$ cat src/hdl/sspq_pkg.sv
// ----------------------------------------------------------------------------
// sspq_pkg: shared types and codes for the stable sorted priority queue
// Holds the slot record, the per-cell control bundle and the result codes.
// ----------------------------------------------------------------------------
package sspq_pkg;

    // Default number of queue slots
    localparam int DEPTH_DEFAULT = 16;

    // Field widths
    localparam int PRIO_W   = 8;
    localparam int HANDLE_W = 16;
    localparam int STATUS_W = 2;

    // Operation codes (s_tuser)
    localparam logic OP_INSERT = 1'b0;
    localparam logic OP_REMOVE = 1'b1;

    // Result status codes
    localparam logic [STATUS_W-1:0] STATUS_OK    = 2'd0;
    localparam logic [STATUS_W-1:0] STATUS_EMPTY = 2'd1;
    localparam logic [STATUS_W-1:0] STATUS_FULL  = 2'd2;

    // One stored queue entry
    typedef struct packed {
        logic [PRIO_W-1:0]   prio;
        logic [HANDLE_W-1:0] handle;
    } slot_t;

    // Broadcast from the controller to every cell
    typedef struct packed {
        logic  insert;   // insert that will be stored
        logic  remove;   // remove from a non-empty queue
        slot_t item;     // entry being inserted
    } cell_ctrl_t;

endpackage

$ cat src/hdl/stable_sorted_priority_queue_top.sv
// ----------------------------------------------------------------------------
// stable_sorted_priority_queue_top: bounded min-first priority queue
// Sorted shift-register queue built from a row of compare-and-shift cells.
//
// Usage:
//   Input stream s_*: s_tuser selects insert or remove, s_tdata carries the
//   task handle and its priority. Every transfer gives exactly one result
//   on the output stream m_*: a status code, the removed entry (zero when
//   nothing is removed) and a flag that the queue is now empty.
//   Inserts go behind every entry of equal or lower priority value, so
//   equal priorities leave in arrival order; removes return the head.
//   The result is registered and appears in the cycle after the input transfer.
//   Throughput: one item per cycle while m_tready stays high; every cell compares against the new
//   priority in parallel and shifts in the same cycle.
//   The result sits in an output register; a new item is taken in the
//   cycle that register is emptied, so a stalled receiver holds the input
//   side ready low until m_tready returns.
//   Reset empties the queue (fill count to zero) and drops any result.
// ----------------------------------------------------------------------------
module stable_sorted_priority_queue_top #(
    parameter int DEPTH = sspq_pkg::DEPTH_DEFAULT
) (
    input  logic        clk,
    input  logic        rst_n,
    input  logic        s_tvalid,
    output logic        s_tready,
    input  logic [23:0] s_tdata,   // [15:0] task_handle, [23:16] priority_req
    input  logic [0:0]  s_tuser,   // [0] operation
    output logic        m_tvalid,
    input  logic        m_tready,
    output logic [23:0] m_tdata,   // [15:0] out_handle, [23:16] out_priority
    output logic [2:0]  m_tuser    // [1:0] status, [2] queue_empty
);

    localparam int CW = $clog2(DEPTH + 1);
    localparam logic [CW-1:0] CNT_FULL = CW'(DEPTH);

    logic [CW-1:0]                      cnt_reg;
    logic [CW-1:0]                      cnt_next;
    logic                               out_valid_reg;
    logic [sspq_pkg::STATUS_W-1:0]      status_reg;
    logic [sspq_pkg::STATUS_W-1:0]      status_next;
    sspq_pkg::slot_t                    res_reg;
    sspq_pkg::slot_t                    res_next;
    logic                               empty_reg;

    logic                               accept;
    logic                               op;
    logic                               full;
    logic                               is_empty;
    sspq_pkg::cell_ctrl_t               ctrl;
    sspq_pkg::slot_t                    cell_data [DEPTH];
    logic                               cell_after [DEPTH];

    // Input handshake
    assign s_tready = !out_valid_reg || m_tready;
    assign accept   = s_tvalid && s_tready;
    assign op       = s_tuser[0];
    assign full     = (cnt_reg == CNT_FULL);
    assign is_empty = (cnt_reg == '0);

    // Control broadcast to the cells
    always_comb
    begin
        ctrl.insert      = accept && (op == sspq_pkg::OP_INSERT) && !full;
        ctrl.remove      = accept && (op == sspq_pkg::OP_REMOVE) && !is_empty;
        ctrl.item.handle = s_tdata[15:0];
        ctrl.item.prio   = s_tdata[23:16];
    end

    // Row of cells, slot 0 is the head
    for (genvar i = 0; i < DEPTH; i++)
    begin : g_cell
        logic            occ;
        logic            l_after;
        sspq_pkg::slot_t l_data;
        sspq_pkg::slot_t r_data;

        assign occ = (cnt_reg > CW'(i));

        if (i == 0)
        begin : g_head
            assign l_after = 1'b0;
            assign l_data  = ctrl.item;
        end
        else
        begin : g_body
            assign l_after = cell_after[i-1];
            assign l_data  = cell_data[i-1];
        end

        if (i == DEPTH - 1)
        begin : g_tail
            assign r_data = cell_data[i];
        end
        else
        begin : g_mid
            assign r_data = cell_data[i+1];
        end

        sspq_cell u_cell (
            .clk        (clk),
            .ctrl       (ctrl),
            .occupied   (occ),
            .left_after (l_after),
            .left_data  (l_data),
            .right_data (r_data),
            .after      (cell_after[i]),
            .data       (cell_data[i])
        );
    end

    // Fill count and result
    always_comb
    begin
        cnt_next    = cnt_reg;
        status_next = sspq_pkg::STATUS_OK;
        res_next    = '0;
        priority if (op == sspq_pkg::OP_INSERT)
        begin
            if (full)
                status_next = sspq_pkg::STATUS_FULL;
            else
                cnt_next = cnt_reg + CW'(1);
        end
        else
        begin
            if (is_empty)
                status_next = sspq_pkg::STATUS_EMPTY;
            else
            begin
                cnt_next = cnt_reg - CW'(1);
                res_next = cell_data[0];
            end
        end
    end

    // Control registers
    always_ff @(posedge clk or negedge rst_n)
    begin
        if (!rst_n)
        begin
            cnt_reg       <= '0;
            out_valid_reg <= 1'b0;
        end
        else
        begin
            if (accept)
            begin
                cnt_reg       <= cnt_next;
                out_valid_reg <= 1'b1;
            end
            else if (m_tready)
            begin
                out_valid_reg <= 1'b0;
            end
        end
    end

    // Result payload
    always_ff @(posedge clk)
    begin
        if (accept)
        begin
            status_reg <= status_next;
            res_reg    <= res_next;
            empty_reg  <= (cnt_next == '0);
        end
    end

    assign m_tvalid = out_valid_reg;
    assign m_tdata  = {res_reg.prio, res_reg.handle};
    assign m_tuser  = {empty_reg, status_reg};

    // Checks
    a_cnt_bound: assert property (@(posedge clk) disable iff (!rst_n)
        cnt_reg <= CNT_FULL)
        else $error("fill count above depth");

    a_full_drop: assert property (@(posedge clk) disable iff (!rst_n)
        accept && (op == sspq_pkg::OP_INSERT) && full
        |=> status_reg == sspq_pkg::STATUS_FULL && cnt_reg == CNT_FULL)
        else $error("insert into full queue not dropped");

    a_remove_cnt: assert property (@(posedge clk) disable iff (!rst_n)
        accept && (op == sspq_pkg::OP_REMOVE) && !is_empty
        |=> cnt_reg == $past(cnt_reg) - CW'(1))
        else $error("remove did not shrink queue");

    a_empty_flag: assert property (@(posedge clk) disable iff (!rst_n)
        out_valid_reg |-> empty_reg == (cnt_reg == '0))
        else $error("queue_empty disagrees with fill count");

endmodule

$ cat src/hdl/sspq_cell.sv
// ----------------------------------------------------------------------------
// sspq_cell: one slot of the sorted shift-register queue
// Compares its entry against the incoming priority and either holds,
// takes the new entry, takes its left neighbor (insert) or its right
// neighbor (remove).
// ----------------------------------------------------------------------------
module sspq_cell (
    input  logic                clk,
    input  sspq_pkg::cell_ctrl_t ctrl,
    input  logic                occupied,    // slot lies below the fill count
    input  logic                left_after,  // left neighbor stays ahead of new item
    input  sspq_pkg::slot_t     left_data,
    input  sspq_pkg::slot_t     right_data,
    output logic                after,       // this slot stays ahead of new item
    output sspq_pkg::slot_t     data
);

    sspq_pkg::slot_t data_reg;
    sspq_pkg::slot_t data_next;

    // Equal priority stays ahead, which keeps arrival order
    assign after = occupied && (data_reg.prio <= ctrl.item.prio);
    assign data  = data_reg;

    // Next slot contents
    always_comb
    begin
        data_next = data_reg;
        priority if (ctrl.insert)
        begin
            priority if (after)
                data_next = data_reg;
            else if (left_after)
                data_next = ctrl.item;
            else
                data_next = left_data;
        end
        else if (ctrl.remove)
        begin
            data_next = right_data;
        end
        else
        begin
            data_next = data_reg;
        end
    end

    // Slot storage, no reset needed
    always_ff @(posedge clk)
    begin
        data_reg <= data_next;
    end

endmodule
$ cat config.mk
export PLATFORM = sky130hd
export DESIGN_NAME = stable_sorted_priority_queue_top
export DESIGN_NICKNAME = d
export VERILOG_FILES = /design/src/hdl/sspq_pkg.sv /design/src/hdl/stable_sorted_priority_queue_top.sv /design/src/hdl/sspq_cell.sv
export SDC_FILE = /design/constraint.sdc
export NUM_CORES = 1
export LEC_CHECK = 0
export BUFFER_PORTS_ARGS = -buffer_cell sky130_fd_sc_hd__buf_4
export CAP_MARGIN = 20
export CORE_ASPECT_RATIO = 0.6
export CORE_MARGIN = 3
export CORE_UTILIZATION = 35
export DETAILED_ROUTE_END_ITERATION = 12
export SLEW_MARGIN = 30
export SYNTH_ARGS = -nofsm -noshare
export SYNTH_HDL_FRONTEND = slang
export SYNTH_SLANG_ARGS = --single-unit
$ cat constraint.sdc
create_clock -name clk -period 6.6 [get_ports clk]
set_input_delay 1.98 -clock clk [delete_from_list [all_inputs] [get_ports clk]]
set_output_delay 1.98 -clock clk [all_outputs]
set_load 0.03 [all_outputs]
## Word-level counts from Yosys, hierarchy flattened

Cells that the tools add are included.

| word-level totals | value |
|---|---|
| flip-flop bits (word level) | 417 |
| output and inout port bits | 29 |
| word-level logic and storage cells | 204 |

| cells by class | value |
|---|---|
| $add $sub $neg | 2 |
| order comparisons | 32 |
| equal/unequal tests | 16 |
| multiplexer cells | 68 |
| bitwise gates (word level) | 2 |
| reduce and logical (&&, ||, !) cells | 46 |

Operators by type and width:

| kind | number |
|---|---|
| 2-to-1 mux 24 bit | 60 |
| <= comparator 8 bit | 16 |
| > comparator 5 x 4 -> 1 bit, second input constant | 8 |
| AND reduction 2 bit | 16 |
| inequality test 2 bit, second input constant | 15 |
| logical AND 1 bit | 21 |
| > comparator 5 x 3 -> 1 bit, second input constant | 4 |
| 2-to-1 mux 5 bit | 3 |
| > comparator 5 x 1 -> 1 bit, second input constant | 2 |
| > comparator 5 x 2 -> 1 bit, second input constant | 2 |
| zero test 5 bit | 2 |
| adder 5 x 1 -> 5 bit, second input constant | 1 |
| equality test 5 bit, second input constant | 1 |
| subtractor 5 x 1 -> 5 bit, second input constant | 1 |
| 2-to-1 mux 2 bit | 2 |
| nonzero test 2 bit | 2 |
| zero test 1 bit | 3 |
| 2-to-1 mux 1 bit | 3 |
| inverter 1 bit | 2 |
| OR reduction 2 bit | 1 |
| logical OR 1 bit | 1 |

## Depth between registers and ports, before layout

| depth | value |
|---|---|
| depth in word-level cells | 7 |
| mapped depth | 10 |
| depth with buffers taken out | 8 |

## Hierarchy

Synthesis repeated with hierarchy kept, for this count alone.

| second synthesis, totals | value |
|---|---|
| cells, all modules | 2365 |
| area total of the unflattened synthesis | 25401.9 sq um |

Modules (own cells, without submodules):

| module | times used | cells each | area an instance (sq um) | sequential area each (sq um) |
|---|---|---|---|---|
| sspq_cell | 16 | 138 | 1478.9 | 720.7 |
| stable_sorted_priority_queue_top | 1 | 157 | 1739.2 | 960.9 |

## Worst setup path before layout

No wires, ideal clock.

| timing | value |
|---|---|
| path type | in2reg |
| start | in s_tdata[23] |
| end | reg g_cell[10].u_cell.data_reg, in the netlist g_cell[10].u_cell.data[0], enable pin |
| setup time | 0.438 ns |
| arrival time | 5.467 ns |
| data required time | 6.162 ns |
| slack | 0.695 ns |
| stages | 9 |
| path buffers | 2 |
| cell sequence | clkbuf_1 inv_1 ha_1 nand4_1 nor2_1 a211oi_1 nor3_4 buf_2 o21ai_0 |

| between the ends | value |
|---|---|
| longest elaborated chain between the ends | 4 |

Ends and longest elaborated chain:

| element | RTL line | source |
|---|---|---|
| start, declared | stable_sorted_priority_queue_top.sv:27 | `input logic [23:0] s_tdata,` |
| <= comparator 8 bit | sspq_cell.sv:22 | `assign after = occupied && (data_reg.prio <= ctrl.item.prio);` |
| logical AND 1 bit | sspq_cell.sv:22 |  |
| inequality test 2 bit (no source line) | -- |  |
| AND reduction 2 bit (no source line) | -- |  |
| end signal, assigned | sspq_cell.sv:51 | `data_reg <= data_next;` |
| end, declared | sspq_cell.sv:18 | `sspq_pkg::slot_t data_reg;` |

No other way between the ends.
A chain may end at the register's enable or synchronous reset.

## Final worst setup path

| timing | value |
|---|---|
| start | in s_tdata[21] |
| end | reg g_cell[6].u_cell.data_reg, in the netlist g_cell[6].u_cell.data[10], enable pin |

| between the ends | value |
|---|---|
| longest elaborated chain between the ends | 4 |

Ends and longest elaborated chain:

| element | RTL line |
|---|---|
| <= comparator 8 bit | sspq_cell.sv:22 |
| logical AND 1 bit | sspq_cell.sv:22 |
| inequality test 2 bit (no source line) | -- |
| AND reduction 2 bit (no source line) | -- |
| end signal, assigned | sspq_cell.sv:51 |
| end, declared | sspq_cell.sv:18 |

No other way between the ends.

==> out/metrics.cfg <==
[run_status]
status = complete, no violations

[yosys]
synth_warnings = 0
synth_top_area_cells = sky130_fd_sc_hd__edfxtp_1 52%, sky130_fd_sc_hd__mux2i_1 14%, sky130_fd_sc_hd__ha_1 7.1%
synth_ff_type = sky130_fd_sc_hd__edfxtp_1
synth_enable_flop_cells = 411
yosysSeqAreaShare_pct = 52.60
post-synth-top-area-fraction_pct = 51.97
synth_most_common_cell = sky130_fd_sc_hd__edfxtp_1
post_syn_instances = 2123
synth_net_count = 2286
ys_ff_latch = 417
syn_avg_cell_area_um2 = 11.19
count_of_cell_types_in_the_netlist = 47
async_flop_share_pct = 1.439
synthTopCellsByCount = 411 x sky130_fd_sc_hd__edfxtp_1, 336 x sky130_fd_sc_hd__mux2i_1, 292 x sky130_fd_sc_hd__nand2_1
synth_top_cell_by_area = sky130_fd_sc_hd__edfxtp_1
netlist_area_um2 = 23750

[layout]
finalNetCount = 2282
drive_above_1_share_pct = 10.22
antenna-diode-count = 0
layout_utilization_pct = 39.50
largest_register_ffs = 384
fillCellCount = 6399
syn_to_final_growth_pct = 10.90

[worst_setup_path]
timing.critical_path.arrival_ps = 5030
timing.critical_path.to_type = register
slowest_stage = sky130_fd_sc_hd__o21ai_2
crit_path_frequent_cell = sky130_fd_sc_hd__buf_4
worst_path_dominant_cell_family = buffers and inverters
timing.setup.critical_path_class = in2reg
crit_path_start_kind = primary input
worst_path_largest_cell_delay_ps = 600
worst-path-max-fanout = 25
critical_path_required_ps = 6840
cp_num_buf_inv = 4
crit_chain = buf_4 -> inv_1 -> ha_1 -> nand4_1 -> nor2_1 -> a211oi_1 -> a211oi_4 -> buf_4 -> o21ai_2 -> buf_4

[run]
maxCapViolCount = 0

[clock_tree]
count_of_buffers_added_by_post_cts_timing_repair_for_setup = 0
cts_hold_buf = 0
cts_made_buffers = 41
cts.htree.levels = 2
cts_tree = yes
clkTransAtPathRegs_ps = 70
clk_path_buf_depth = 3
cts.sink_count = 417
clk_latency_ps = 570
clock_tree.root_cell = sky130_fd_sc_hd__clkbuf_16
cts_repair_resize_count = 0

[grt]
grt_max_degree = 235
grt_usage_pct = 16.33
vias_in_the_first_global_route = 16610
grt_overflow = 0
first_pass_grt_wire_length_um = 93980
grt_antenna_before_repair = 0

[die]
fp.dieH_um = 207.8
fp.dieArea_um2 = 71120
die_x_um = 342.3
initial_core_util_pct = 35.62
num_io_pins = 58
design.core.area_um2 = 66680
fp-row-count = 73

[timing]
setup_viol = 0
timing.slew.headroom_pct = 40.18
hold_violations = 0
tightestPinTransition_ps = 897.3
final_min_period_over_clock_period_pct = 72.55
unrepaired_setup_endpoints_after_global_routing = no
min_period_ps = 4789
skew_ps = 16.67
count_of_pins_over_their_slew_limit = 0
setup_total_negative_slack_ps = 0
fmaxAchievable_mhz = 208.8

[route]
post-route-drc-count = 0
first_pass_iters = 5
post_drt_wl_per_cell_um = 19.35
detail_route.vias_per_cell = 5.386
detailroute.via_count = 16440
wl_um = 59060
routed.top_layer = met4
routed-wl-met2_um = 24530
drtAntennaViolNets = 0
wl_met3_um = 3001
met1Wirelength_um = 30540
initialDrtViolationCount = 1574

[hold_path]
min_path_type = reg2reg

[place]
routabilityCongestion = 0.8415
place.port_buffers = 57
dp_hpwl_um = 42370

[power_and_ir_drop]
power_leakage_nw = 10.32
worst_vdd_rail_ir_drop_uv = 195.3
finalPower_mw = 9.243
power_density_nw_per_um2 = 350.9

==> routing by layer <==
metal / up-vias / GRT usage [%]
li1: 7848 / -
met4: 0 / 3.038
met2: 383 / 23.70
met3: 68 / 2.479
met5: - / 0
met1: 8138 / 25.63
==> worst reg2reg max path, cell delays in order, from the launching register on <==
cell and delay, ps:
sky130_fd_sc_hd__dfrtp_1 510, sky130_fd_sc_hd__inv_1 160, sky130_fd_sc_hd__ha_1 290, sky130_fd_sc_hd__a31oi_1 550, sky130_fd_sc_hd__nand2_4 610, sky130_fd_sc_hd__o21ai_2 830
sky130_fd_sc_hd__buf_4 390
==> where the power goes <==
part / internal (mW) / switching, mW
logic: 1.23 / 1.81
clock network: 1.35 / 1.07
registers: 3.50 / 0.289
==> through the flow <==
step                instance area [µm²]  setup WS, ps  hold WS [ps]  cells
finish                            26340          1811         534.1   3052
global route                      26340          1617         570.6   3052
CTS                               26340          1855         534.7   3052
detailed placement                24990          1287         524.0   2976
global placement                  24990          1305         505.5   2976
floorplan                         23750         694.6         496.3   2123
==> final timing paths <==
path | startpoint | to | slack, ps | depth (start not counted)
worst max-delay path | s_tdata[21] | g_cell[6].u_cell.data[10]$_DFFE_PP_ | 1810 | 10
worst min-delay path | g_cell[15].u_cell.data[1]$_DFFE_PP_ | g_cell[14].u_cell.data[1]$_DFFE_PP_ | 530 | 2
worst max register to register | cnt_reg[0]$_DFFE_PN0P_ | g_cell[6].u_cell.data[10]$_DFFE_PP_ | 2930 | 6
worst min register to register | g_cell[15].u_cell.data[1]$_DFFE_PP_ | g_cell[14].u_cell.data[1]$_DFFE_PP_ | 530 | 2
max in group asynchronous | rst_n | cnt_reg[2]$_DFFE_PN0P_ | 5230 | 1
min in group asynchronous | rst_n | m_tvalid$_DFFE_PN0P_ | 1230 | 1
==> kinds of logic after synthesis <==
| logic type | count (synthesis) | synth area share [%] |
|---|---|---|
| AND/OR/NAND/NOR | 549 | 10.25 |
| multiplexers | 363 | 15.44 |
| flip-flops | 417 | 52.60 |
| adder cells (fa/ha/maj) | 134 | 7.059 |
| XOR/XNOR | 1 | 0.03688 |
| buffers and inverters | 175 | 3.561 |
| AO/OA/AOI/OAI | 484 | 11.06 |
==> final cells by class <==
cell class,count,area (µm²),area share (%)
sequential,417,12490,47.43
multi-input combinational,1531,10480,39.79
tap,900,1126,4.275
clock buffer,49,1087,4.128
timing repair buffer,99,780.7,2.964
clock inverter,27,262.8,0.9976
inverter,29,108.9,0.4133
==> placed cells by master (no fill, tap or decap), types with 6 or more instances in the layout <==
master,Yosys,routed
sky130_fd_sc_hd__a211oi_1,14,14
sky130_fd_sc_hd__a21o_1,9,9
sky130_fd_sc_hd__a21oi_1,164,164
sky130_fd_sc_hd__and2_1,7,6
sky130_fd_sc_hd__and3_1,25,25
sky130_fd_sc_hd__buf_4,21,96
sky130_fd_sc_hd__clkbuf_1,67,6
sky130_fd_sc_hd__clkbuf_16,0,42
sky130_fd_sc_hd__clkinv_1,0,7
sky130_fd_sc_hd__clkinv_2,0,10
sky130_fd_sc_hd__dfrtp_1,6,6
sky130_fd_sc_hd__edfxtp_1,411,411
sky130_fd_sc_hd__ha_1,134,134
sky130_fd_sc_hd__inv_1,29,29
sky130_fd_sc_hd__mux2_2,27,27
sky130_fd_sc_hd__mux2i_1,336,336
sky130_fd_sc_hd__nand2_1,292,290
sky130_fd_sc_hd__nand3_1,11,11
sky130_fd_sc_hd__nand4_1,27,27
sky130_fd_sc_hd__nor2_1,142,142
sky130_fd_sc_hd__nor2b_1,17,17
sky130_fd_sc_hd__nor3_4,6,6
sky130_fd_sc_hd__o211ai_1,10,10
sky130_fd_sc_hd__o21ai_0,219,210
sky130_fd_sc_hd__o21ai_1,40,40
sky130_fd_sc_hd__o21ai_2,5,12
No activity file was read; power rests on OpenSTA's default activity.
